### src/rtl/matrix_matrix_product_unit_macros.svh
// ----------------------------------------------------------------------------
// matrix_matrix_product_unit_macros
// assertion macros shared by the matrix product unit
// ----------------------------------------------------------------------------
`ifndef MATRIX_MATRIX_PRODUCT_UNIT_MACROS_SVH
`define MATRIX_MATRIX_PRODUCT_UNIT_MACROS_SVH

// same-cycle implication
`define MMP_ASSERT_IMPL(lbl, ante, cons, msg) \
  lbl: assert property (@(posedge clk_i) disable iff (!rst_ni) (ante) |-> (cons)) \
    else $error(msg);

// next-cycle implication
`define MMP_ASSERT_NEXT(lbl, ante, cons, msg) \
  lbl: assert property (@(posedge clk_i) disable iff (!rst_ni) (ante) |=> (cons)) \
    else $error(msg);

`endif

### src/rtl/mmp_xstore.sv
// ----------------------------------------------------------------------------
// mmp_xstore
// column-major store of the x matrix, one write and one registered read port
// ----------------------------------------------------------------------------
`default_nettype none

module mmp_xstore #(
  parameter int MAX_DIM   = 16,
  parameter int ELEM_BITS = 16
) (
  input  wire                        clk_i,
  input  wire                        we_i,
  input  wire  [$clog2(MAX_DIM*MAX_DIM)-1:0] waddr_i,
  input  wire  signed [ELEM_BITS-1:0] wdata_i,
  input  wire                        re_i,
  input  wire  [$clog2(MAX_DIM*MAX_DIM)-1:0] raddr_i,
  output logic signed [ELEM_BITS-1:0] rdata_o
);

  localparam int Depth = MAX_DIM * MAX_DIM;

  logic signed [ELEM_BITS-1:0] mem [Depth];
  logic signed [ELEM_BITS-1:0] rdata_q;

  always_ff @(posedge clk_i) begin
    if (we_i) begin
      mem[waddr_i] <= wdata_i;
    end
  end

  always_ff @(posedge clk_i) begin
    if (re_i) begin
      rdata_q <= mem[raddr_i];
    end
  end

  assign rdata_o = rdata_q;

endmodule

`default_nettype wire

### config.mk
export PLATFORM = sky130hd
export DESIGN_NAME = mmp_xstore
export DESIGN_NICKNAME = d
export VERILOG_FILES = /design/src/rtl/matrix_matrix_product_unit_macros.svh /design/src/rtl/mmp_xstore.sv
export SDC_FILE = /design/constraint.sdc
export NUM_CORES = 2
export LEC_CHECK = 0
export BUFFER_PORTS_ARGS = -buffer_cell sky130_fd_sc_hd__buf_4
export CAP_MARGIN = 20
export CORE_MARGIN = 8
export CORE_UTILIZATION = 40
export DETAILED_ROUTE_END_ITERATION = 8
export PLACE_DENSITY = 0.61
export SLEW_MARGIN = 20
export SYNTH_ARGS = -nofsm -noshare
export SYNTH_HDL_FRONTEND = slang
export SYNTH_SLANG_ARGS = --single-unit
### constraint.sdc
create_clock -name clk_i -period 2.75 [get_ports clk_i]
set_clock_uncertainty 0.05 [all_clocks]
set_input_delay 0.1375 -clock clk_i [delete_from_list [all_inputs] [get_ports clk_i]]
set_output_delay 0.1375 -clock clk_i [all_outputs]
set_load 0.01 [all_outputs]
==> results.cfg <==
[placed_design]
io_buffers = 50
placed_cell_area_um2 = 172000
place_hpwl_um = 275000
place_inst = 13169
place_ws_ns = -1.00
place.gp.congestion = 0.879

[clock_tree]
clockBufferDepth = 4
clkLatencyLatePin_ns = 0.98
cts_buffers = 398
root_buffer = clkbuf_16
cts_sinks = 4112
path_clk_slew_ns = 0.06
htree_levels = 5
cts_tree = done

[logic_synthesis]
synth_area_per_cell_um2 = 21.6
synth_cell_types = 51
synth_area_leaders = edfxtp_1, mux4_2, mux2i_1, o221ai_1, nor2_1
seq_area_frac_synth = 0.777
yosys_warnings = 0
synth_top_area_cell = edfxtp_1
syn_nets = 7395
synth_top_area_frac = 0.777
ys_ff_latch = 4112
syn_area_um2 = 159000
syn_inst = 7360

[job]
maxCapViolCount = 0

[routing]
avgRoutedWirePerCell_um = 31.3
ant_nets = 0
drc_errors = 0
dr.first_iter.drc_count = 9486
route.vias.total = 80928
wl_um = 436000
routed_via_density = 5.80
first_pass_iters = 6

[critical_path]
setup.worst_path.class = reg2reg
worstPathRequired_ns = 3.40
r2r-start = mem[11][15]$_DFFE_PP_
arrival_ns = 3.46
slowest_stage = mux4_2
worstPathCellList = mux4_2, mux2_2, a22oi_1, nand2_1, o32ai_1, buf_4, nor4_1
cp_slowest_stage_delay_ns = 0.49
r2r_slack_ns = -0.06
startpoint_type = flop
cp_max_fo = 1
startpoint = mem[11][15]$_DFFE_PP_
cp-end-kind = flop

[grt]
grt_pass1_wl_um = 615000
grt_max_degree = 126
grt_usage = 0.204
grt_pass1_vias = 81427
antenna_found_initial = 27
grt_remaining_overflow = 0

[timing]
clock.fmax_mhz = 356
worst-slew-pin-transition_ns = 1.15
timing.final.ws_setup_ns = -0.0593
fin_crit_ns = 2.81
rsz0062_at_grt = no
setup_viol = 1
period_share = 1.02
hold_viol_final = 0
report.final.slew_viol_count = 0
slew_headroom = 0.236

[outcome]
violations = negative setup slack
status = finished with violations

[min_path]
min_path_type = in2reg
worstHoldStart = wdata_i[6]

[floorplan]
num_rows = 231
die_h_um = 646
die-area_um2 = 418000
die_x_um = 646
pin_count = 51
core_um2 = 396000
start_util = 0.402

[cells_and_area]
drive_above_1_share = 0.303
n_fill_cell = 31969
final_cells = 13942
final_common_cell = edfxtp_1
finish.instance_area_um2 = 186000
nets = 8390
post-route-util = 0.470
syn_to_final_growth_pct = 17.0
layout_common_cells = edfxtp_1, buf_4, mux4_2

[pwr]
powerDensity_nw_per_um2 = 706
p_leak_uw = 0.0597
ir_drop_mv = 0.580
==> critical path, delay by kind of cell (launching register included) <==
family	cells	cell delay, ns
AOI/OAI and AO/OA	2	0.81
buffers and inverters	1	0.24
and+or+nand+nor	2	0.31
muxes	2	0.78
DFF	1	0.37
==> cells in the mapped netlist (all sizes together) <==
cell,count
a2111oi,6
a211oi,18
a21o,2
a21oi,175
a221oi,28
a22o,32
a22oi,43
a31oi,6
and2,2
and3,11
and4,2
buf,222
clkbuf,230
edfxtp,4112
inv,4
mux2,88
mux2i,565
mux4,797
nand2,38
nand2b,3
nand3,35
nand3b,1
nand4,26
nand4b,3
nor2,304
nor2b,9
nor3,92
nor3b,1
nor4,18
nor4bb,2
o21ai,38
o221ai,253
o22ai,148
o31ai,16
o32ai,21
or2,5
or3,2
or3b,1
or4b,1
==> cell type report <==
type | instances | area, um^2 | share of cell area
repair buffers | 1047 | 9600 | 0.0516
flip-flops and latches | 4112 | 123000 | 0.664
clock inverters | 273 | 2760 | 0.0148
well taps | 5242 | 6560 | 0.0353
inverters | 4 | 27.5 | 0.000148
clock buffers | 458 | 10300 | 0.0553
multi-input cells | 2792 | 33200 | 0.179
diodes | 14 | 35.0 | 0.000188
==> per-layer routing <==
| metal | up-vias | part of all wire | global-route usage |
|---|---|---|---|
| li1 | 33332 | - | - |
| met1 | 43281 | 0.39 | 0.273 |
| met2 | 3629 | 0.48 | 0.334 |
| met3 | 678 | 0.083 | 0.0381 |
| met4 | 8 | 0.039 | 0.0713 |
| met5 | - | 0.00036 | 0.00194 |
==> cell families (layout without fill, tap and decap cells) <==
group	count (synthesis)	count (layout)	share of synthesized area
compound gates	786	786	0.0353
buf+inv	456	1782	0.0169
flops	4112	4112	0.777
mux	1450	1450	0.155
other cells	0	14	0
simple gates	556	556	0.0157
==> registers in the layout, indices dropped and copies added (netlist names) <==
name,count
mem,4096
rdata_o,16
==> worst paths after layout <==
kind | end | cells past startpoint
max reg2reg | rdata_o[15]$_DFFE_PP_ | 7
min | mem[55][6]$_DFFE_PP_ | 2
max | rdata_o[15]$_DFFE_PP_ | 7
min reg2reg | rdata_o[11]$_DFFE_PP_ | 5
==> metrics by stage <==
step / hold WS, ns / power [uW] / setup TNS [ns]
2_1_floorplan: 0.186 / 73900 / 0
3_3_place_gp: 0.413 / 77600 / -12.05
3_5_place_dp: 0.409 / 77700 / -12.36
4_1_cts: 0.00850 / 132000 / 0
5_1_grt: 0.0381 / 134000 / 0
6_report: 0.0580 / 131000 / -0.0593
==> timing repair <==
| action | 4_1_cts | 5_1_grt |
|---|---|---|
| setup buffers | 0 | 0 |
| pin swaps | 1 | 0 |
| hold buffers | 28 | 0 |
| setup endpoints to repair | 9 | 10 |
| resized for setup | 17 | 18 |
| endpoints found under the hold margin | 3965 | 0 |
==> report_power, final <==
group          internal, uW  switching [uW]  total (uW)
Clock                 31000           23800       54800
Sequential            69100             105       69200
Combinational          2770            4480        7250
Total                103000           28400      131000
Power figures use the tool's default switching activity.
