==> src/rtl/matrix_matrix_product_unit_macros.svh <==
// ----------------------------------------------------------------------------
// matrix_matrix_product_unit_macros
// assertion macros shared by the matrix product unit
// ----------------------------------------------------------------------------
`ifndef MATRIX_MATRIX_PRODUCT_UNIT_MACROS_SVH
`define MATRIX_MATRIX_PRODUCT_UNIT_MACROS_SVH

// same-cycle implication
`define MMP_ASSERT_IMPL(lbl, ante, cons, msg) \
  lbl: assert property (@(posedge clk_i) disable iff (!rst_ni) (ante) |-> (cons)) \
    else $error(msg);

// next-cycle implication
`define MMP_ASSERT_NEXT(lbl, ante, cons, msg) \
  lbl: assert property (@(posedge clk_i) disable iff (!rst_ni) (ante) |=> (cons)) \
    else $error(msg);

`endif

==> src/rtl/mmp_pkg.sv <==
// ----------------------------------------------------------------------------
// mmp_pkg
// types and fixed constants of the matrix product unit
// ----------------------------------------------------------------------------
`default_nettype none

package mmp_pkg;

  localparam int ZW        = 38;
  localparam int OUT_IDX_W = 4;
  localparam int CFG_IDX_W = 2;
  localparam int CFG_W     = 5;

  localparam logic [CFG_W-1:0] CFG_RESET = 5'd16;

  localparam logic [CFG_IDX_W-1:0] CFG_ROWS_X    = 2'd0;
  localparam logic [CFG_IDX_W-1:0] CFG_INNER_DIM = 2'd1;
  localparam logic [CFG_IDX_W-1:0] CFG_COLS_Y    = 2'd2;

  localparam logic ACT_X = 1'b0;
  localparam logic ACT_Y = 1'b1;

  typedef enum logic [2:0] {
    ST_IDLE,
    ST_MAC,
    ST_DRAIN1,
    ST_DRAIN2,
    ST_EMIT_RD,
    ST_EMIT_WAIT
  } state_e;

  typedef struct packed {
    logic mac_en;
    logic rd_en;
    logic clr_row;
    logic clr_all;
  } acc_ctrl_t;

endpackage

`default_nettype wire

==> src/rtl/mmp_seq.sv <==
// ----------------------------------------------------------------------------
// mmp_seq
// sequencer: configuration, position counters, mac issue and result output
// ----------------------------------------------------------------------------
`default_nettype none
`include "matrix_matrix_product_unit_macros.svh"

module mmp_seq import mmp_pkg::*; #(
  parameter int MAX_DIM   = 16,
  parameter int ELEM_BITS = 16
) (
  input  wire                          clk_i,
  input  wire                          rst_ni,
  input  wire                          cfg_valid_i,
  output logic                         cfg_ready_o,
  input  wire  [CFG_IDX_W-1:0]         cfg_index_i,
  input  wire  [CFG_W-1:0]             cfg_data_i,
  input  wire                          in_valid_i,
  output logic                         in_ready_o,
  input  wire                          action_i,
  input  wire  signed [ELEM_BITS-1:0]  element_value_i,
  output logic                         out_valid_o,
  input  wire                          out_ready_i,
  output logic signed [ZW-1:0]         z_value_o,
  output logic [OUT_IDX_W-1:0]         z_row_o,
  output logic [OUT_IDX_W-1:0]         z_col_o,
  output logic                         column_last_o,
  output logic                         matrix_last_o,
  output logic                         xs_we_o,
  output logic [$clog2(MAX_DIM*MAX_DIM)-1:0] xs_waddr_o,
  output logic                         xs_re_o,
  output logic [$clog2(MAX_DIM*MAX_DIM)-1:0] xs_raddr_o,
  output acc_ctrl_t                    acc_ctrl_o,
  output logic [$clog2(MAX_DIM)-1:0]   acc_row_o,
  output logic signed [ELEM_BITS-1:0]  y_elem_o,
  input  wire  signed [ZW-1:0]         acc_data_i
);

  localparam int XAW  = $clog2(MAX_DIM * MAX_DIM);
  localparam int NkW  = XAW + 1;
  localparam int RowW = $clog2(MAX_DIM);
  localparam int DimW = $clog2(MAX_DIM + 1);

  function automatic logic [DimW-1:0] dim_eff(input logic [CFG_W-1:0] r);
    if (r == '0) begin
      return DimW'(1);
    end else if (32'(r) > MAX_DIM) begin
      return DimW'(MAX_DIM);
    end else begin
      return DimW'(r);
    end
  endfunction

  state_e                      state_q, state_d;
  logic [CFG_W-1:0]            rows_q, rows_d, inner_q, inner_d, cols_q, cols_d;
  logic [XAW-1:0]              x_pos_q, x_pos_d;
  logic [RowW-1:0]             yrow_q, yrow_d, ycol_q, ycol_d, r_q, r_d;
  logic                        coldone_q, coldone_d;
  logic [XAW-1:0]              base_q, base_d;
  logic signed [ELEM_BITS-1:0] y_q, y_d;
  logic                        out_valid_q, out_valid_d;
  logic signed [ZW-1:0]        zval_q, zval_d;
  logic [OUT_IDX_W-1:0]        zrow_q, zrow_d, zcol_q, zcol_d;
  logic                        column_last_q, column_last_d;
  logic                        matrix_last_q, matrix_last_d;

  logic [DimW-1:0] n_eff, k_eff, m_eff;
  logic [NkW-1:0]  nk, x_next;
  logic            r_last, col_last, cfg_hit;

  assign n_eff    = dim_eff(rows_q);
  assign k_eff    = dim_eff(inner_q);
  assign m_eff    = dim_eff(cols_q);
  assign nk       = NkW'(NkW'(n_eff) * NkW'(k_eff));
  assign x_next   = NkW'(x_pos_q) + NkW'(1);
  assign r_last   = (DimW'(r_q) + DimW'(1)) == n_eff;
  assign col_last = (DimW'(ycol_q) + DimW'(1)) == m_eff;

  always_comb begin
    state_d       = state_q;
    rows_d        = rows_q;
    inner_d       = inner_q;
    cols_d        = cols_q;
    x_pos_d       = x_pos_q;
    yrow_d        = yrow_q;
    ycol_d        = ycol_q;
    r_d           = r_q;
    coldone_d     = coldone_q;
    base_d        = base_q;
    y_d           = y_q;
    out_valid_d   = out_valid_q;
    zval_d        = zval_q;
    zrow_d        = zrow_q;
    zcol_d        = zcol_q;
    column_last_d = column_last_q;
    matrix_last_d = matrix_last_q;
    acc_ctrl_o    = '0;
    xs_we_o       = 1'b0;
    xs_re_o       = 1'b0;
    in_ready_o    = 1'b0;
    cfg_hit       = 1'b0;

    if (out_valid_q && out_ready_i) begin
      out_valid_d = 1'b0;
    end

    unique case (state_q)
      ST_IDLE: begin
        in_ready_o = 1'b1;
        if (in_valid_i) begin
          if (action_i == ACT_X) begin
            xs_we_o = 1'b1;
            x_pos_d = (x_next >= nk) ? '0 : x_next[XAW-1:0];
          end else begin
            y_d       = element_value_i;
            base_d    = XAW'(XAW'(yrow_q) * XAW'(n_eff));
            coldone_d = (DimW'(yrow_q) + DimW'(1)) == k_eff;
            yrow_d    = coldone_d ? '0 : yrow_q + RowW'(1);
            r_d       = '0;
            state_d   = ST_MAC;
          end
        end
      end
      ST_MAC: begin
        acc_ctrl_o.mac_en = 1'b1;
        acc_ctrl_o.rd_en  = 1'b1;
        xs_re_o           = 1'b1;
        if (r_last) begin
          r_d     = '0;
          state_d = ST_DRAIN1;
        end else begin
          r_d = r_q + RowW'(1);
        end
      end
      ST_DRAIN1: begin
        state_d = ST_DRAIN2;
      end
      ST_DRAIN2: begin
        state_d = coldone_q ? ST_EMIT_RD : ST_IDLE;
      end
      ST_EMIT_RD: begin
        acc_ctrl_o.rd_en   = 1'b1;
        acc_ctrl_o.clr_row = 1'b1;
        state_d            = ST_EMIT_WAIT;
      end
      ST_EMIT_WAIT: begin
        if (!out_valid_q || out_ready_i) begin
          out_valid_d   = 1'b1;
          zval_d        = acc_data_i;
          zrow_d        = OUT_IDX_W'(r_q);
          zcol_d        = OUT_IDX_W'(ycol_q);
          column_last_d = r_last;
          matrix_last_d = r_last && col_last;
          if (r_last) begin
            r_d     = '0;
            ycol_d  = col_last ? '0 : ycol_q + RowW'(1);
            state_d = ST_IDLE;
          end else begin
            r_d     = r_q + RowW'(1);
            state_d = ST_EMIT_RD;
          end
        end
      end
      default: begin
        state_d = ST_IDLE;
      end
    endcase

    // configuration write restarts the counters and the sums
    if (cfg_valid_i) begin
      unique case (cfg_index_i)
        CFG_ROWS_X: begin
          rows_d  = cfg_data_i;
          cfg_hit = 1'b1;
        end
        CFG_INNER_DIM: begin
          inner_d = cfg_data_i;
          cfg_hit = 1'b1;
        end
        CFG_COLS_Y: begin
          cols_d  = cfg_data_i;
          cfg_hit = 1'b1;
        end
        default: begin
        end
      endcase
    end
    if (cfg_hit) begin
      x_pos_d            = '0;
      yrow_d             = '0;
      ycol_d             = '0;
      acc_ctrl_o.clr_all = 1'b1;
    end
  end

  always_ff @(posedge clk_i or negedge rst_ni) begin
    if (!rst_ni) begin
      state_q     <= ST_IDLE;
      rows_q      <= CFG_RESET;
      inner_q     <= CFG_RESET;
      cols_q      <= CFG_RESET;
      x_pos_q     <= '0;
      yrow_q      <= '0;
      ycol_q      <= '0;
      r_q         <= '0;
      coldone_q   <= 1'b0;
      out_valid_q <= 1'b0;
    end else begin
      state_q     <= state_d;
      rows_q      <= rows_d;
      inner_q     <= inner_d;
      cols_q      <= cols_d;
      x_pos_q     <= x_pos_d;
      yrow_q      <= yrow_d;
      ycol_q      <= ycol_d;
      r_q         <= r_d;
      coldone_q   <= coldone_d;
      out_valid_q <= out_valid_d;
    end
  end

  always_ff @(posedge clk_i) begin
    base_q        <= base_d;
    y_q           <= y_d;
    zval_q        <= zval_d;
    zrow_q        <= zrow_d;
    zcol_q        <= zcol_d;
    column_last_q <= column_last_d;
    matrix_last_q <= matrix_last_d;
  end

  assign cfg_ready_o   = 1'b1;
  assign xs_waddr_o    = x_pos_q;
  assign xs_raddr_o    = base_q + XAW'(r_q);
  assign acc_row_o     = r_q;
  assign y_elem_o      = y_q;
  assign out_valid_o   = out_valid_q;
  assign z_value_o     = zval_q;
  assign z_row_o       = zrow_q;
  assign z_col_o       = zcol_q;
  assign column_last_o = column_last_q;
  assign matrix_last_o = matrix_last_q;

  `MMP_ASSERT_IMPL(a_mac_row_range, state_q == ST_MAC, DimW'(r_q) < n_eff, "mac row past rows_x")
  `MMP_ASSERT_IMPL(a_xpos_range, 1'b1, NkW'(x_pos_q) < nk, "x write position past x size")
  `MMP_ASSERT_NEXT(a_drain_after_mac, (state_q == ST_MAC) && r_last, state_q == ST_DRAIN1, "no drain after last mac")
  `MMP_ASSERT_IMPL(a_last_flags, out_valid_q && matrix_last_q, column_last_q, "matrix end without column end")

endmodule

`default_nettype wire

==> config.mk <==
export PLATFORM = sky130hd
export DESIGN_NAME = mmp_seq
export DESIGN_NICKNAME = d
export VERILOG_FILES = /design/src/rtl/mmp_pkg.sv /design/src/rtl/mmp_seq.sv
export VERILOG_INCLUDE_DIRS = /design/src /design/src/rtl
export SDC_FILE = /design/constraint.sdc
export NUM_CORES = 1
export LEC_CHECK = 0
export BUFFER_PORTS_ARGS = -buffer_cell sky130_fd_sc_hd__buf_2
export CAP_MARGIN = 20
export CORE_ASPECT_RATIO = 1.2
export CORE_MARGIN = 5
export CORE_UTILIZATION = 45
export DETAILED_ROUTE_END_ITERATION = 8
export PLACE_DENSITY = 0.7
export RECOVER_POWER = 50
export SLEW_MARGIN = 20
export SYNTH_ARGS = -nofsm -noshare
export SYNTH_HDL_FRONTEND = slang
export SYNTH_SLANG_ARGS = --single-unit
==> constraint.sdc <==
create_clock -name clk_i -period 6.6 [get_ports clk_i]
set_input_delay 0.66 -clock clk_i [delete_from_list [all_inputs] [get_ports clk_i]]
set_output_delay 0.66 -clock clk_i [all_outputs]
set_load 0.02 [all_outputs]
==> impl_metrics.toml, run 1 <==
[setup_path]
arrival_ps = 5370
crit_path_start_kind = "flip-flop"
crit_type = "reg2reg"
crit_fanout = 8
critPathRequiredTime_ps = 6820
crit_path_end_kind = "flip-flop"

[floorplan]
io_pins = 160
die_height_um = 137
die_w_um = 116
die_area_um2 = 15900
num_rows = 46
initial_core_util = 0.458
core_area_um2 = 13200

[route]
routed_wl_mm = 13.7
firstDrtPassIters = 4
wire_per_inst_um = 16.5
via_per_inst = 5.22
vias = 4324
drtIter0Drc = 202
drc = 0
ant_nets = 0

[cells_and_area]
fill_cells = 1167
antenna_cells = 0
layout-drive-gt1-share = 0.236
post-route-util = 0.548
postLayoutCellArea_um2 = 7260
synthToLayoutAreaGrowth_pct = 19.6
final_cell_mix = "111 x buf_2, 72 x edfxtp_1, 47 x clkbuf_1, 45 x ha_1, 37 x dfrtp_1"
layout.nets = 783
final_common_cell = "buf_2"

[timing]
whs_ps = 484
finalSetupViolCount = 0
worst_pin_slew_ps = 2130
post-route-min-period_ps = 5140
setup_tns_ps = 0
slew_violations = 41
rsz0062_at_grt = "false"
period_share = 0.779
hold_violations = 0
fmax_mhz = 194
skew_ps = 7.31
maxSlewHeadroom = -0.418

[power_and_ir_drop]
clkPwrFrac = 0.226
p_int_w = 0.00146
p_comb_frac = 0.360
powerDensity_nw_per_um2 = 326
switchingPower_w = 0.000909
seq_power_share = 0.414
power_w = 0.00237
leakage_nw = 3.25
swShare = 0.384
ir_drop_mv = 0.225

[clock_tree]
postCtsHoldBufs = 0
clk_pin_slew_ps = 80
htree_num_levels = 3
clk_latency_ps = 340
clock_sinks = 112
cts_buffer_depth = 2
clockRootBuffer = "clkbuf_16"
cts_buffers = 9
cts_setup_buffers = 0
cts_resized = 0
cts_tree = "built"

[synth]
synth_area_um2 = 6070
syn_nets = 626
yosys.area.top_type = "edfxtp_1"
ys_seq_area_frac = 0.522
yosys_most_used_dff = "edfxtp_1"
synthDistinctLibCells = 52
ys_top_cells_by_area = "edfxtp_1 36%, dfrtp_1 15%, ha_1 9.3%"
synthCells = 499
synth.avg_cell_area_um2 = 12.2
synth_seq_cells = 112
synth_top_cell_area_share = 0.356
synth_edf_count = 72
async_flop_share = 0.357
yosysWarningCount = 0

[grt]
grt_overflow_total = 0
grt_max_degree = 49
grt_pass1_vias = 4374
grt_usage = 0.170
antenna_found_initial = 0
grt_pass1_wl_mm = 21.2

[status]
violations = "max-capacitance violations, max-slew violations"
status = "finished, violations left"

[hold_path]
hold_path.class = "in2reg"

[placed_design]
dpl_cell_area_um2 = 7020
io_buffers = 158
gp_congestion = 0.891
hpwl_mm = 10.8

[flow_run]
drv_cap = 1
-- registers in the layout, summed over array words and instances, names as in the netlist, 3 cells and up --
name        cells
z_row_o         4
z_col_o         4
yrow_q          4
cols_q          5
z_value_o      38
rows_q          5
xs_waddr_o      8
acc_row_o       4
base_q          8
y_elem_o       16
state_q         3
ycol_q          4
inner_q         5
-- routing by layer --
layer | wire (um) | GRT usage
met5 | 0 | 0
met4 | 228 | 0.0490
met3 | 1130 | 0.0338
met2 | 7020 | 0.309
met1 | 5280 | 0.202
-- power groups by stage --
stage | Clock, W | Combinational [W] | Sequential [W]
3_3_place_gp | 0 | 0.000850 | 0.000987
5_1_grt | 0.000581 | 0.000935 | 0.000997
2_1_floorplan | 0 | 0.000540 | 0.00105
6_report | 0.000534 | 0.000852 | 0.000980
3_5_place_dp | 0 | 0.000872 | 0.000995
4_1_cts | 0.000549 | 0.000877 | 0.000980
-- cell families after synthesis --
logic type / count (synthesis) / synth area share
AOI/OAI and AO/OA: 78 / 0.0817
xor gates and xnor gates: 42 / 0.0629
adders and majority gates: 60 / 0.142
buffers and inverters: 44 / 0.0291
DFF: 112 / 0.522
muxes: 17 / 0.0311
other: 1 / 0.000618
and+or+nand+nor: 145 / 0.130
-- worst paths after layout --
kind | startpoint | end | slack [ps] | cells past startpoint
worst max register to register | rows_q[1] | xs_waddr_o[5] | 1460 | 18
worst min-delay path | acc_data_i[34] | z_value_o[34] | 480 | 1
min in group asynchronous | rst_ni | xs_waddr_o[7] | 920 | 1
worst max-delay path | rows_q[1] | xs_waddr_o[5] | 1460 | 18
max in group asynchronous | rst_ni | ycol_q[0] | 4450 | 1
worst min register to register | coldone_q | coldone_q | 490 | 1
-- cells in the mapped netlist, types with 17 or more instances --
master,instances
inv_1,31
nor2_1,25
xnor2_1,23
a21oi_1,17
nand3_1,17
ha_1,45
dfrtp_1,37
nand2_1,26
xor2_1,18
o21ai_0,20
edfxtp_1,72
and2_1,20
-- layout make-up --
class	count	area, um2	share of cell area
Multi-Input combinational cell	343	2730	0.376
Sequential cell	112	3170	0.436
Clock buffer	9	225	0.0310
Timing Repair Buffer	159	739	0.102
Inverter	31	116	0.0160
Clock inverter	7	72.6	0.0100
Tap cell	168	210	0.0290
-- critical path, stage by stage (launching register included) --
cell and delay, ps:
dfrtp_1 430, nor3_1 300, nor2_1 70, nor2_1 280, nand2_1 140, fa_1 530, fa_1 520, fa_1 560
inv_1 40, ha_1 320, a21oi_1 160, nor2_1 50, nor2_1 160, xnor2_1 140, ha_1 260, a21o_1 170
a211oi_1 220, a21oi_1 230, a2111oi_0 430
-- per-stage QoR --
stage               setup WS (ps)  instances
global placement             1730        813
CTS                          1520        829
finish                       1460        829
detailed placement           1550        813
global route                 1110        829
floorplan                    2030        499
(Power assumes the default switching activity.)
==> inputs of run 2 (changes only) <==
--- a/config.mk
+++ b/config.mk
@@ -6,13 +6,14 @@
 export SDC_FILE = /design/constraint.sdc
 export NUM_CORES = 1
 export LEC_CHECK = 0
+export ABC_AREA = 1
 export BUFFER_PORTS_ARGS = -buffer_cell sky130_fd_sc_hd__buf_2
 export CAP_MARGIN = 20
 export CORE_ASPECT_RATIO = 1.2
 export CORE_MARGIN = 5
 export CORE_UTILIZATION = 45
 export DETAILED_ROUTE_END_ITERATION = 8
-export PLACE_DENSITY = 0.7
+export PLACE_DENSITY = 0.72
 export RECOVER_POWER = 50
 export SLEW_MARGIN = 20
 export SYNTH_ARGS = -nofsm -noshare
==> constraint.sdc (replaced) <==
create_clock -name clk_i -period 4.3 [get_ports clk_i]
set_input_delay 0.43 -clock clk_i [delete_from_list [all_inputs] [get_ports clk_i]]
set_output_delay 0.43 -clock clk_i [all_outputs]
set_load 0.02 [all_outputs]
==> impl_metrics.toml, run 2 <==
[setup_path]
crit_family = "adder cells"
worstPathCellList = "inv_6 > nand3_1 > nand2_2 > nand2_2 > fa_1 > fa_1 > fa_1 > inv_2 > ha_4 > a21oi_2 > nand2_2 > a21oi_2 > o21ai_2 > xnor2_1 > ha_1 > nand2_2 > nor2_2 > nand2_1 > o211ai_1 > buf_4 > o22ai_1"
crit_buf_inv = 3
crit_path_start_kind = "flip-flop"
arrival_ps = 4570
critPathSlowestCell = "dfstp_2"
critPathRequiredTime_ps = 4520
crit_fanout = 8
crit_type = "reg2reg"
crit_top_cell = "nand2_2"
max_stage_delay_ps = 620
crit_path_end_kind = "flip-flop"

[synth]
synth.avg_cell_area_um2 = 10.0
async_flop_share = 0.357
syn_nets = 750
ys_seq_area_frac = 0.508
synth-xor-area-share = 0.0462
ys_top_cells_by_count = "129 x nand2_1, 86 x inv_1, 72 x edfxtp_1"
muxShareOfSynthArea = 0
yosysWarningCount = 0
synth_top_cell_area_share = 0.347
ys_top_cells_by_area = "edfxtp_1 35%, dfrtp_1 15%, ha_1 9.0%"
synth_top_family_by_area = "simple AND/OR/NAND/NOR gates"
synthAdderAreaFrac = 0.139
synth.most_common_cell = "nand2_1"
synth-simple-area-share = 0.186
synth_seq_cells = 112
yosys_most_used_dff = "edfxtp_1"
yosys.area.top_type = "edfxtp_1"
synth_edf_count = 72
synthDistinctLibCells = 42
synth_area_um2 = 6230
synth_compound_area_frac = 0.0560
synthCells = 623

[status]
violations = "max-capacitance violations, max-slew violations, negative setup slack"
status = "finished, violations left"

[power_and_ir_drop]
leakage_nw = 3.79
powerDensity_nw_per_um2 = 479
power_w = 0.00378
ir_drop_mv = 0.464

[grt]
antenna_found_initial = 0
grt_usage = 0.183
grt_max_degree = 49
grt_overflow_total = 0
grt_pass1_vias = 4849
grt_pass1_wl_mm = 24.4

[cells_and_area]
synthToLayoutAreaGrowth_pct = 26.5
seq_area_um2 = 3170
postLayoutCellArea_um2 = 7880
largest_reg_flops = 38
layout-drive-gt1-share = 0.283
fill_cells = 1158
final_cell_mix = "120 x nand2_1, 118 x buf_2, 84 x inv_1, 72 x edfxtp_1, 52 x nor2_1"
post-route-util = 0.575
layout.nets = 946
multiInputGateArea_um2 = 2840
antenna_cells = 0
final_common_cell = "nand2_1"

[flow_run]
drv_cap = 1

[route]
drc = 0
drtIter0Drc = 271
via_per_inst = 4.96
wire_per_inst_um = 14.8
routed_wl_mm = 14.8
firstDrtPassIters = 4
ant_nets = 0
vias = 4932

[hold_path]
hold_path.class = "in2reg"

[clock_tree]
cts_tree = "built"
clock_sinks = 112
cts_buffer_depth = 2
clockRootBuffer = "clkbuf_16"
postCtsHoldBufs = 0
htree_num_levels = 3
clk_latency_ps = 350
clk_pin_slew_ps = 90
cts_buffers = 9

[timing]
rsz0062_at_grt = "true"
finalSetupViolCount = 8
period_share = 1.01
worst_pin_slew_ps = 2240
post-route-min-period_ps = 4340
final.setup.worst_slack_ps = -44.7
hold_violations = 0
maxSlewHeadroom = -0.495
skew_ps = 10.3
fmax_mhz = 230
slew_violations = 41

[floorplan]
die_area_um2 = 16300
num_rows = 47
initial_core_util = 0.455
core_area_um2 = 13700
die_height_um = 139
io_pins = 160
die_w_um = 117

[placed_design]
gp_congestion = 0.902
hpwl_mm = 11.6
io_buffers = 158
dpl_cell_area_um2 = 7400
## run 2: worst reg2reg max path: cells and delay by family (launching register included)
family | cells | cell delay [ps]
AND/OR/NAND/NOR | 7 | 590
flip-flops | 1 | 620
buffers and inverters | 3 | 320
adder cells (fa/ha/maj) | 5 | 1990
AO/OA/AOI/OAI | 5 | 590
XOR/XNOR | 1 | 120
## run 2: path summary, 6_finish.rpt
path / start / to / slack (ps) / cells after the start
max reg2reg: rows_q[4] / xs_waddr_o[7] / -40 / 21
min in group asynchronous: rst_ni / xs_waddr_o[0] / 830 / 2
max in group asynchronous: rst_ni / rows_q[1] / 2020 / 2
max: rows_q[4] / xs_waddr_o[7] / -40 / 21
min: acc_data_i[36] / z_value_o[36] / 250 / 1
min reg2reg: cols_q[0] / cols_q[0] / 490 / 2
## run 2: repair_timing
action / 4_1_cts / 5_1_grt
gates resized for setup: 9 / 24
endpoints found under the setup margin: 8 / 8
buffers inserted: 7 / 3
cloned: 0 / 0
hold endpoints to repair: 0 / 0
pin swaps: 26 / 11
## run 2: logic make-up (layout without fill, tap and decap cells)
group	Yosys count	in the layout
AND/OR/NAND/NOR	255	255
adder cells (fa/ha/maj)	60	60
buffers and inverters	99	300
AO/OA/AOI/OAI	64	64
XOR/XNOR	32	32
other	1	1
flip-flops	112	112
## run 2: layout make-up
class | instances | share of cell area
Inverter | 91 | 0.0443
Tap cell | 171 | 0.0272
Clock buffer | 9 | 0.0286
Timing Repair Buffer | 193 | 0.127
Clock inverter | 7 | 0.0113
Multi-Input combinational cell | 412 | 0.360
Sequential cell | 112 | 0.402
## run 2: per-stage QoR
stage	setup TNS (ps)	std cells	hold slack (ps)	setup slack, ps
6_report	-308	995	245	-44.7
5_1_grt	-1960	995	224	-259
4_1_cts	-688	992	144	-91.0
3_5_place_dp	-706	969	479	-117
3_3_place_gp	0	969	471	19.3
2_1_floorplan	-135	623	134	-47.8
## run 2: report_power, final
group	leakage [nW]	total [W]	switching [W]	internal, W
sequential	1.17	0.00144	0.000120	0.00132
clock	0.153	0.000855	0.000431	0.000424
combinational	2.46	0.00148	0.000936	0.000546
## run 2: metal layers
layer  share of wire  vias up  track usage
met5               0        -            0
met4           0.015        0       0.0483
met3           0.064       19       0.0481
met2            0.51      169        0.318
met1            0.41     2303        0.226
li1                -     2441            -
