===== config.mk =====
export PLATFORM = sky130hd
export DESIGN_NAME = mmp_mac
export DESIGN_NICKNAME = d
export VERILOG_FILES = /design/src/rtl/matrix_matrix_product_unit_macros.svh /design/src/rtl/mmp_pkg.sv /design/src/rtl/mmp_mac.sv
export SDC_FILE = /design/constraint.sdc
export NUM_CORES = 1
export LEC_CHECK = 0
export ABC_AREA = 1
export BUFFER_PORTS_ARGS = -buffer_cell sky130_fd_sc_hd__buf_4
export CAP_MARGIN = 20
export CORE_MARGIN = 3
export CORE_UTILIZATION = 35
export CTS_CLUSTER_DIAMETER = 200
export DETAILED_ROUTE_END_ITERATION = 16
export MAX_ROUTING_LAYER = met4
export PLACE_DENSITY = 0.57
export RECOVER_POWER = 50
export REMOVE_ABC_BUFFERS = 1
export SLEW_MARGIN = 20
export SYNTH_ARGS = -nofsm -noshare
export SYNTH_HDL_FRONTEND = slang
export SYNTH_SLANG_ARGS = --single-unit

===== constraint.sdc =====
create_clock -name clk_i -period 3.4 [get_ports clk_i]
set_input_delay 0.17 -clock clk_i [delete_from_list [all_inputs] [get_ports clk_i]]
set_output_delay 0.17 -clock clk_i [all_outputs]
set_load 0.02 [all_outputs]

===== src/rtl/matrix_matrix_product_unit_macros.svh =====
// ----------------------------------------------------------------------------
// matrix_matrix_product_unit_macros
// assertion macros shared by the matrix product unit
// ----------------------------------------------------------------------------
`ifndef MATRIX_MATRIX_PRODUCT_UNIT_MACROS_SVH
`define MATRIX_MATRIX_PRODUCT_UNIT_MACROS_SVH

// same-cycle implication
`define MMP_ASSERT_IMPL(lbl, ante, cons, msg) \
  lbl: assert property (@(posedge clk_i) disable iff (!rst_ni) (ante) |-> (cons)) \
    else $error(msg);

// next-cycle implication
`define MMP_ASSERT_NEXT(lbl, ante, cons, msg) \
  lbl: assert property (@(posedge clk_i) disable iff (!rst_ni) (ante) |=> (cons)) \
    else $error(msg);

`endif


===== src/rtl/mmp_pkg.sv =====
// ----------------------------------------------------------------------------
// mmp_pkg
// types and fixed constants of the matrix product unit
// ----------------------------------------------------------------------------
`default_nettype none

package mmp_pkg;

  localparam int ZW        = 38;
  localparam int OUT_IDX_W = 4;
  localparam int CFG_IDX_W = 2;
  localparam int CFG_W     = 5;

  localparam logic [CFG_W-1:0] CFG_RESET = 5'd16;

  localparam logic [CFG_IDX_W-1:0] CFG_ROWS_X    = 2'd0;
  localparam logic [CFG_IDX_W-1:0] CFG_INNER_DIM = 2'd1;
  localparam logic [CFG_IDX_W-1:0] CFG_COLS_Y    = 2'd2;

  localparam logic ACT_X = 1'b0;
  localparam logic ACT_Y = 1'b1;

  typedef enum logic [2:0] {
    ST_IDLE,
    ST_MAC,
    ST_DRAIN1,
    ST_DRAIN2,
    ST_EMIT_RD,
    ST_EMIT_WAIT
  } state_e;

  typedef struct packed {
    logic mac_en;
    logic rd_en;
    logic clr_row;
    logic clr_all;
  } acc_ctrl_t;

endpackage

`default_nettype wire


===== src/rtl/mmp_mac.sv =====
// ----------------------------------------------------------------------------
// mmp_mac
// shared multiply-accumulate unit with the per-row accumulator memory
// ----------------------------------------------------------------------------
`default_nettype none

module mmp_mac import mmp_pkg::*; #(
  parameter int MAX_DIM   = 16,
  parameter int ELEM_BITS = 16
) (
  input  wire                         clk_i,
  input  wire                         rst_ni,
  input  acc_ctrl_t                   ctrl_i,
  input  wire  [$clog2(MAX_DIM)-1:0]  row_i,
  input  wire  signed [ELEM_BITS-1:0] x_data_i,
  input  wire  signed [ELEM_BITS-1:0] y_elem_i,
  output logic signed [ZW-1:0]        acc_data_o
);

  localparam int RowW = $clog2(MAX_DIM);
  localparam int PW   = 2 * ELEM_BITS;
  localparam int ExtW = (PW > ZW) ? PW : ZW;

  logic signed [ZW-1:0]   acc_mem [MAX_DIM];
  logic [MAX_DIM-1:0]     valid_q;
  logic signed [ZW-1:0]   acc_rd_q;
  logic                   vrd_q;
  logic                   v1_q, v2_q;
  logic [RowW-1:0]        row1_q, row2_q;
  logic signed [PW-1:0]   prod_q;
  logic signed [ZW-1:0]   acc_hold_q;
  logic signed [ExtW-1:0] prod_ext;
  logic signed [ZW-1:0]   sum;

  assign prod_ext = ExtW'(prod_q);
  assign sum      = acc_hold_q + prod_ext[ZW-1:0];

  // stage 0: read accumulator
  always_ff @(posedge clk_i) begin
    if (ctrl_i.rd_en) begin
      acc_rd_q <= acc_mem[row_i];
    end
  end

  always_ff @(posedge clk_i or negedge rst_ni) begin
    if (!rst_ni) begin
      vrd_q   <= 1'b0;
      v1_q    <= 1'b0;
      v2_q    <= 1'b0;
      valid_q <= '0;
    end else begin
      v1_q <= ctrl_i.mac_en;
      v2_q <= v1_q;
      if (ctrl_i.rd_en) begin
        vrd_q <= valid_q[row_i];
      end
      if (ctrl_i.clr_all) begin
        valid_q <= '0;
      end else begin
        if (v2_q) begin
          valid_q[row2_q] <= 1'b1;
        end
        if (ctrl_i.clr_row) begin
          valid_q[row_i] <= 1'b0;
        end
      end
    end
  end

  // stage 1: multiply, stage 2: add and write back
  always_ff @(posedge clk_i) begin
    row1_q <= row_i;
    if (v1_q) begin
      prod_q     <= x_data_i * y_elem_i;
      acc_hold_q <= vrd_q ? acc_rd_q : '0;
      row2_q     <= row1_q;
    end
    if (v2_q) begin
      acc_mem[row2_q] <= sum;
    end
  end

  assign acc_data_o = vrd_q ? acc_rd_q : '0;

endmodule

`default_nettype wire


==> results of run 1 <==
state kept, by name, summed over array words and instances, names as in the netlist:
signal      cells
row1_q          4
prod_q         32
acc_mem       608
acc_hold_q     38
acc_rd_q       38
valid_q        16
row2_q          4
v2_q            1
v1_q            1
vrd_q           1
path summary, 6_finish.rpt:
path                                        endpoint  slack, ns  cells after the start
min in group asynchronous       valid_q[5]$_DFF_PN0_       0.75                      3
min                                   v1_q$_DFF_PN0_       0.22                      2
max in group asynchronous       valid_q[7]$_DFF_PN0_       2.08                      3
max                             prod_q[30]$_DFFE_PP_      -1.13                     23
min reg2reg                      row2_q[1]$_DFFE_PP_       0.40                      0
max reg2reg                acc_mem[12][25]$_DFFE_PP_       0.03                      4
through the flow:
stage | cells | instance area [um2] | util, % | setup TNS [ns] | hold slack, ns
final | 5584 | 49100 | 42.77 | -23.48 | 0.2185
after floorplan | 3577 | 40040 | - | -53.39 | -0.1256
after global placement | 5400 | 44670 | 38.91 | -47.16 | 0.06481
after detailed placement | 5400 | 44670 | 38.91 | -47.09 | 0.06075
after global routing | 5583 | 49100 | 42.77 | -35.04 | 0.2133
after CTS | 5570 | 48750 | 42.46 | -23.62 | 0.1504
layout make-up:
cell class,instances,area share (%)
clock buffers,97,4.164
multi-input cells,2170,34.39
inverters,664,5.104
diodes,4,0.02039
repair buffers,351,6.363
well taps,1512,3.853
clock inverters,43,0.9428
flip-flops and latches,743,45.16
worst max-delay path, stage by stage:
cell and delay [ns]:
buf_8 0.08, buf_12 0.12, buf_4 0.11, nand2_1 0.06
fa_1 0.51, inv_1 0.05, fa_1 0.50, fa_1 0.57
fa_2 0.46, fa_1 0.52, inv_1 0.05, fa_1 0.47
inv_1 0.06, ha_4 0.31, nand2_2 0.13, nor2_4 0.12
inv_2 0.07, nor2_2 0.10, buf_6 0.12, and2_1 0.11
nand2_1 0.07, nand3_1 0.08, nand2_1 0.05
routing by layer:
layer,vias to the layer above,routed length [um]
li1,12900,-
met1,14040,50830
met2,812,54680
met3,126,6891
met4,0,1677
met5,-,0
cell families (layout without fill, tap and decap cells):
logic type                 count (synthesis)  count (layout)  share of synthesized area [%]
AOI/OAI and AO/OA                        438             438                          7.471
xor gates and xnor gates                  39              39                         0.8400
adders and majority gates                382             382                          16.61
buffers and inverters                    812            1155                          7.674
DFF                                      743             743                          54.53
other                                      0               4                              0
and+or+nand+nor                         1311            1311                          12.87
placed cells by master (no fill, tap or decap), types with 11 or more instances in the layout:
cell | Yosys | final
nor2_1 | 129 | 97
clkbuf_16 | 0 | 80
a21oi_4 | 0 | 11
nand2_2 | 0 | 47
ha_4 | 0 | 26
dfrtp_1 | 19 | 19
buf_4 | 2 | 222
clkbuf_1 | 89 | 35
a21oi_2 | 0 | 11
nand2_1 | 1010 | 928
buf_6 | 0 | 54
nand2_4 | 0 | 34
buf_12 | 0 | 18
clkinv_1 | 0 | 13
a22oi_1 | 312 | 312
fa_2 | 0 | 29
a31oi_1 | 14 | 14
o21bai_1 | 13 | 11
o21ai_0 | 37 | 23
clkinv_2 | 0 | 13
inv_2 | 1 | 61
ha_1 | 119 | 90
nor3_1 | 24 | 14
edfxtp_1 | 720 | 720
inv_1 | 663 | 598
xor2_1 | 32 | 25
nor2_4 | 2 | 28
fa_1 | 263 | 234
nand4_1 | 58 | 58
a21oi_1 | 58 | 36
nand3_1 | 78 | 66
what timing repair did:
item	4_1_cts	5_1_grt
pin swaps	92	117
setup buffers	20	11
endpoints found under the setup margin	25	26
hold endpoints to repair	39	0
hold buffers	9	0
gates cloned	2	1
gates resized for setup	327	167
==> results_dict.tcl, run 1 <==
set metrics [dict create \
    final_min_period_over_clock_period_pct 133.2 \
    nNetsFinal 4432 \
    drc_errors 0 \
    vias_per_cell 4.992 \
    rsz0062_at_grt "true" \
    io_pins 80 \
    yosysMostFrequentCell "nand2_1" \
    worst_pin_slew_ns 3.491 \
    reg2reg_from "row2_q[1]$_DFFE_PP_" \
    fmax_mhz 220.9 \
    cp-startpoint "x_data_i[6]" \
    die_h_um 346.9 \
    clockRootBuffer "clkbuf_16" \
    multiInputGateArea_um2 16890 \
    initial_core_util_pct 35.42 \
    critPathCaptureType "flop" \
    fin_skew_ns 0.02853 \
    critPathMaxFanout 6 \
    holdCritPathClass "input port to flop" \
    cts_buffers 78 \
    clk_path_buf_depth 3 \
    overflow 0 \
    worst_slack_ns -1.128 \
    insertion_delay_ns 0.64 \
    clk_pin_slew_ns 0.06 \
    hp-start "ctrl_i[3]" \
    netlist_area_um2 40670 \
    async_flop_share_pct 2.557 \
    slew_headroom_pct -132.7 \
    synth-seq-cells 743 \
    grt_pass1_wl_um 173200 \
    regArea_um2 22180 \
    cts.sinks 743 \
    syn2layout_area_growth_pct 20.75 \
    worst_ep_required_time_ns 3.79 \
    vias 27880 \
    grt_pass1_vias 28650 \
    ys_warn_count 0 \
    dpl.hpwl_um 74720 \
    fp.dieW_um 346.9 \
    setup_viol 25 \
    numPortBuffers 79 \
    nFillCells 10820 \
    grt_max_degree 125 \
    period_minus_slack_ns 4.528 \
    drtIter0Drc 2228 \
    postSynthCellCount 3725 \
    cp.arrival_ns 4.91 \
    syn_avg_cell_area_um2 10.92 \
    finalHoldViolations 0 \
    yosys-top-cells-area "edfxtp_1 (53%), fa_1 (13%), nand2_1 (9.3%), inv_1 (6.1%), a22oi_1 (5.8%)" \
    cts_max_level 3 \
    finalWeightedCongestion 0.9274 \
    routed_wl_um 114100 \
    grt_use_total_pct 19.38 \
    use_met1_pct 26.30 \
    seq_area_frac_synth_pct 54.53 \
    gr-usage-met3_pct 2.757 \
    die_area_um2 120300 \
    startpoint_type "input port" \
    grt_antenna_before_repair 4 \
    synth_top_cell_by_area "edfxtp_1" \
    rows 124 \
    status "finished with violations" \
    wire_per_inst_um 20.43 \
    dr.pass1.iters 6 \
    met2_usage_pct 31.18 \
    yosys.area.top_type_share_pct 53.17 \
    synth-edff-count 720 \
    antenna_left 0 \
    yosysUniqueCellTypes 32 \
    slew_viol_final 469 \
    synth_common_cells "nand2_1 (1010), edfxtp_1 (720), inv_1 (663), a22oi_1 (312), fa_1 (263)" \
    worstSetupPathType "input port to flop" \
    cap_violations 17 \
    dp_slack_ns -2.132 \
    core_um2 114800 \
    busiest_layer "met2" \
    drive_gt1_share_pct 18.36 \
    synth_flop_cell "edfxtp_1" \
    cts_tree "built" \
    violations "capacitance limit, slew limit, setup timing" \
]
Power of run 1 is not shown: default switching activity piles up to over one toggle a cycle in this logic, so the estimate is an artifact.
==> run 2: changes to the inputs <==
--- a/config.mk
+++ b/config.mk
@@ -5,7 +5,6 @@
 export SDC_FILE = /design/constraint.sdc
 export NUM_CORES = 1
 export LEC_CHECK = 0
-export ABC_AREA = 1
 export BUFFER_PORTS_ARGS = -buffer_cell sky130_fd_sc_hd__buf_4
 export CAP_MARGIN = 20
 export CORE_MARGIN = 3
==> results_dict.tcl, run 2 <==
set metrics [dict create \
    yosys.area.top_type_share_pct 55.50 \
    final_min_period_over_clock_period_pct 160.3 \
    rsz0062_at_grt "true" \
    vias 21500 \
    netlist_area_um2 38950 \
    cap_violations 22 \
    synthSimpleGateAreaFrac_pct 5.997 \
    synth_top_cell_by_area "edfxtp_1" \
    fin_skew_ns 0.01623 \
    postSynthCellCount 2418 \
    finalWeightedCongestion 0.8455 \
    cts_tree "built" \
    finalHoldViolations 0 \
    cp.arrival_ns 5.87 \
    slew_viol_final 530 \
    rows 121 \
    setup_viol 174 \
    worstSetupPathType "input port to flop" \
    nFillCells 9775 \
    rrSetupSlack_ns -0.29 \
    syn_avg_cell_area_um2 16.11 \
    mostFrequentLayoutCell "edfxtp_1" \
    period_minus_slack_ns 5.451 \
    clk_pin_slew_ns 0.06 \
    violations "capacitance limit, slew limit, setup timing" \
    die_area_um2 115300 \
    dpl.hpwl_um 62650 \
    drc_errors 0 \
    synth-edff-count 720 \
    syn2layout_area_growth_pct 20.59 \
    seq_area_frac_synth_pct 56.93 \
    clk_path_buf_depth 3 \
    worst_pin_slew_ns 3.533 \
    routed_wl_um 94190 \
    antenna_left 0 \
    fmax_mhz 183.5 \
    drive_gt1_share_pct 28.53 \
    yosysUniqueCellTypes 66 \
    core_um2 109600 \
    placed_area_um2 43380 \
    cts.sinks 743 \
    synth_adder_area_share_pct 17.34 \
    fin_util_pct 42.86 \
    grt_pass1_wl_um 145300 \
    status "finished with violations" \
    drtIter0Drc 1592 \
    grt_use_total_pct 16.94 \
    overflow 0 \
    grt_pass1_vias 23490 \
    ys_warn_count 0 \
    yosys.area_share.xor_xnor_pct 1.461 \
    numPortBuffers 79 \
    critPathMaxFanout 14 \
    largest-register "acc_mem" \
    async_flop_share_pct 2.557 \
    die_h_um 339.6 \
    grt_antenna_before_repair 1 \
    diodes 0 \
    synth_common_cells "edfxtp_1 (720), inv_1 (303), fa_1 (263), mux4_2 (195), and2_1 (163)" \
    yosysMostFrequentCell "edfxtp_1" \
    initial_core_util_pct 35.54 \
    nNetsFinal 3215 \
    synth_flop_cell "edfxtp_1" \
    final_cell_mix "edfxtp_1 (720), inv_1 (280), fa_1 (253), buf_4 (231), mux4_2 (195)" \
    synth_mux_area_share_pct 11.30 \
    synth-seq-cells 743 \
    fp.dieW_um 339.6 \
    startpoint_type "input port" \
    slew_headroom_pct -135.6 \
    stdcell_area_um2 46980 \
    worst_slack_ns -2.051 \
    critPathCaptureType "flop" \
    cts_buffers 72 \
    largest_reg_flops 608 \
    vias_per_cell 4.975 \
    io_pins 80 \
    insertion_delay_ns 0.60 \
    worst_ep_required_time_ns 3.82 \
    synth_compound_area_share_pct 3.183 \
    synth_top_family_by_area "adder cells" \
    reg_top3 "acc_mem x608, acc_hold_q x38, acc_rd_q x38" \
    dr.pass1.iters 7 \
    wire_per_inst_um 21.79 \
    grt_max_degree 59 \
    cts_max_level 3 \
    holdCritPathClass "input port to flop" \
    yosys-top-cells-area "edfxtp_1 (56%), fa_1 (14%), mux4_2 (11%), ha_1 (3.8%), inv_1 (2.9%)" \
    clockRootBuffer "clkbuf_16" \
]
[run 2: worst max-delay path: stages]
cell	delay [ns]
buf_6	0.13
buf_4	0.15
nand2_1	0.10
inv_1	0.06
fa_1	0.48
buf_4	0.17
buf_4	0.14
fa_1	0.50
buf_4	0.18
fa_1	0.49
fa_1	0.45
fa_1	0.53
fa_1	0.60
ha_4	0.22
a21o_1	0.21
buf_4	0.14
nor2_2	0.11
a311oi_2	0.13
o311ai_2	0.29
or4b_4	0.52
o311ai_4	0.10
[run 2: final timing paths]
kind,end,depth (start not counted),from
worst max-delay path,prod_q[30]$_DFFE_PP_,21,y_elem_i[2]
worst min-delay path,valid_q[7]$_DFF_PN0_,3,ctrl_i[1]
worst max register to register,acc_mem[4][36]$_DFFE_PP_,18,prod_q[0]$_DFFE_PP_
worst min register to register,row2_q[2]$_DFFE_PP_,0,row1_q[2]$_DFF_P_
max in group asynchronous,vrd_q$_DFFE_PN0P_,3,rst_ni
min in group asynchronous,valid_q[14]$_DFF_PN0_,3,rst_ni
[run 2: area by class of cell]
type | instances | area (um2) | share of cell area [%]
flip-flops and latches | 743 | 22180 | 47.21
multi-input cells | 1287 | 16230 | 34.55
repair buffers | 384 | 3172 | 6.752
clock buffers | 92 | 2003 | 4.264
well taps | 1476 | 1847 | 3.931
inverters | 303 | 1137 | 2.421
clock inverters | 37 | 407.9 | 0.8683
[run 2: repair_timing]
action                                  CTS  global route
pin swaps                                50            82
endpoints found under the setup margin  126           157
cloned                                    0             7
hold buffers                              4             0
setup buffers                            12            16
gates resized for setup                 111           193
endpoints found under the hold margin    36             0
[run 2: cell families (layout without fill, tap and decap cells)]
logic type / count (synthesis) / in the layout
adders and majority gates: 382 / 382
muxes: 196 / 196
buffers and inverters: 388 / 816
AOI/OAI and AO/OA: 180 / 180
and+or+nand+nor: 464 / 464
xor gates and xnor gates: 65 / 65
DFF: 743 / 743
[run 2: per-stage QoR]
| stage | hold slack (ns) | setup WS, ns | cells | setup TNS, ns |
|---|---|---|---|---|
| 6_report | 0.06121 | -2.051 | 4322 | -57.23 |
| 3_3_place_gp | 0.05734 | -2.784 | 4157 | -62.29 |
| 2_1_floorplan | -0.1256 | -2.285 | 2333 | -100.99 |
| 5_1_grt | 0.05872 | -2.220 | 4322 | -96.30 |
| 3_5_place_dp | 0.06391 | -2.842 | 4157 | -65.42 |
| 4_1_cts | 0.01194 | -2.090 | 4301 | -36.00 |
[run 2: routing by layer]
metal	vias to the layer above	global-route usage, %	wire length [um]
li1	9480	-	-
met1	11370	22.10	39880
met2	542	28.67	48210
met3	108	1.970	4546
met4	0	3.635	1550
met5	-	-	0
Power of run 2 is left out for the same reason.
==> run 3: changes to the inputs <==
--- a/config.mk
+++ b/config.mk
@@ -8,11 +8,11 @@
 export BUFFER_PORTS_ARGS = -buffer_cell sky130_fd_sc_hd__buf_4
 export CAP_MARGIN = 20
 export CORE_MARGIN = 3
-export CORE_UTILIZATION = 35
+export CORE_UTILIZATION = 45
 export CTS_CLUSTER_DIAMETER = 200
 export DETAILED_ROUTE_END_ITERATION = 16
 export MAX_ROUTING_LAYER = met4
-export PLACE_DENSITY = 0.57
+export PLACE_DENSITY = 0.67
 export RECOVER_POWER = 50
 export REMOVE_ABC_BUFFERS = 1
 export SLEW_MARGIN = 20
==> results_dict.tcl, run 3 (synthesis results as in run 2) <==
set metrics [dict create \
    grt_max_degree 59 \
    clk_pin_slew_ns 0.06 \
    setup_viol 147 \
    clk_path_buf_depth 3 \
    die_h_um 300.2 \
    routed_wl_um 89930 \
    fin_skew_ns 0.02203 \
    finalWeightedCongestion 0.8643 \
    vias_per_cell 5.436 \
    grt_pass1_vias 23500 \
    overflow 0 \
    rsz0062_at_grt "true" \
    nNetsFinal 3194 \
    final_cell_mix "edfxtp_1 (720), inv_1 (277), fa_1 (245), buf_4 (238), mux4_2 (195)" \
    status "finished with violations" \
    slew_viol_final 534 \
    wire_per_inst_um 22.66 \
    mostFrequentLayoutCell "edfxtp_1" \
    cap_violations 20 \
    cts_tree "built" \
    clockRootBuffer "clkbuf_16" \
    final_min_period_over_clock_period_pct 157.3 \
    nFillCells 6584 \
    syn2layout_area_growth_pct 19.56 \
    cts_buffers 69 \
    io_pins 80 \
    drc_errors 0 \
    numPortBuffers 79 \
    worst_ep_required_time_ns 3.85 \
    drive_gt1_share_pct 29.66 \
    fmax_mhz 186.9 \
    grt_use_total_pct 21.08 \
    worst_pin_slew_ns 3.446 \
    holdCritPathClass "input port to flop" \
    worstSetupPathType "input port to flop" \
    finalHoldViolations 0 \
    diodes 0 \
    cts.sinks 743 \
    drtIter0Drc 1766 \
    slew_headroom_pct -129.7 \
    dr.pass1.iters 5 \
    grt_antenna_before_repair 2 \
    cp.arrival_ns 5.80 \
    cts_max_level 3 \
    critPathCaptureType "flop" \
    reg_top3 "acc_mem x608, acc_hold_q x38, acc_rd_q x38" \
    dpl.hpwl_um 57710 \
    largest-register "acc_mem" \
    largest_reg_flops 608 \
    core_um2 85550 \
    startpoint_type "input port" \
    violations "capacitance limit, slew limit, setup timing" \
    period_minus_slack_ns 5.350 \
    insertion_delay_ns 0.60 \
    grt_pass1_wl_um 140200 \
    critPathMaxFanout 7 \
    worst_slack_ns -1.950 \
    fin_util_pct 54.44 \
    rows 107 \
    antenna_left 0 \
    vias 21580 \
    fp.dieW_um 300.2 \
    die_area_um2 90130 \
    initial_core_util_pct 45.53 \
]
## run 3: cell types whose count changed in the layout (fill, tap and decap cells not counted), sizes merged, moves of 2 or more
cell           delta
buf               +5
clkbuf           -23
clkdlybuf4s25     -2
clkinv            +4
inv               -3
## run 3: cell type report
class | count | area, um2 | share of cell area (%)
repair buffers | 366 | 3088 | 6.630
inverters | 303 | 1141 | 2.450
clock inverters | 36 | 389.1 | 0.8355
flip-flops and latches | 743 | 22180 | 47.62
multi-input cells | 1287 | 16460 | 35.34
clock buffers | 90 | 1889 | 4.057
well taps | 1144 | 1431 | 3.073
## run 3: what timing repair did
action | CTS | global route
hold endpoints to repair | 37 | 0
endpoints found under the setup margin | 278 | 185
buffers inserted | 34 | 16
hold buffers | 5 | 0
pin swaps | 79 | 74
cloned | 2 | 4
resized for setup | 188 | 140
## run 3: stage by stage
stage	setup WS, ns	hold slack (ns)	setup TNS (ns)	area (um2)	std cells
floorplan	-2.285	-0.1256	-100.99	38620	2333
global placement	-2.713	0.04859	-63.44	42770	3797
detailed placement	-2.737	0.06022	-71.87	42770	3797
CTS	-2.053	0.03210	-35.13	46130	3957
global route	-2.123	0.08456	-76.44	46570	3969
finish	-1.950	0.07749	-56.09	46570	3969
## run 3: layer usage
layer	vias up	GRT usage [%]	part of all wire, %
met5	-	-	0
li1	9418	-	-
met4	0	5.289	2.1
met1	11320	28.03	41
met2	694	34.85	51
met3	141	2.693	6.2
## run 3: path summary, 6_finish.rpt
path                       slack (ns)                        to                start  cells past startpoint
min in group asynchronous        0.78            v1_q$_DFF_PN0_               rst_ni                      3
max                             -1.95      prod_q[22]$_DFFE_PP_          y_elem_i[7]                     26
max in group asynchronous        2.07     valid_q[14]$_DFF_PN0_               rst_ni                      3
max reg2reg                     -0.07  acc_mem[0][31]$_DFFE_PP_  prod_q[0]$_DFFE_PP_                     14
min reg2reg                      0.41       row2_q[1]$_DFFE_PP_    row1_q[1]$_DFF_P_                      0
min                              0.08     valid_q[11]$_DFF_PN0_            ctrl_i[1]                      3
## run 3: worst max-delay path: stages
cell and delay [ns]:
buf_4 0.10, buf_8 0.13, buf_6 0.13, nand2_2 0.06, fa_1 0.54, inv_1 0.06, fa_2 0.36, inv_2 0.08
fa_2 0.45, inv_2 0.08, fa_2 0.45, fa_1 0.50, inv_1 0.05, fa_1 0.48, inv_1 0.07, ha_4 0.16
a21o_1 0.20, nor3_2 0.11, o21ai_1 0.10, a31o_1 0.28, buf_6 0.14, o21a_1 0.19, o21a_1 0.20, o21a_1 0.22
or4_1 0.40, nand3_1 0.10
Power of run 3 is left out for the same reason.
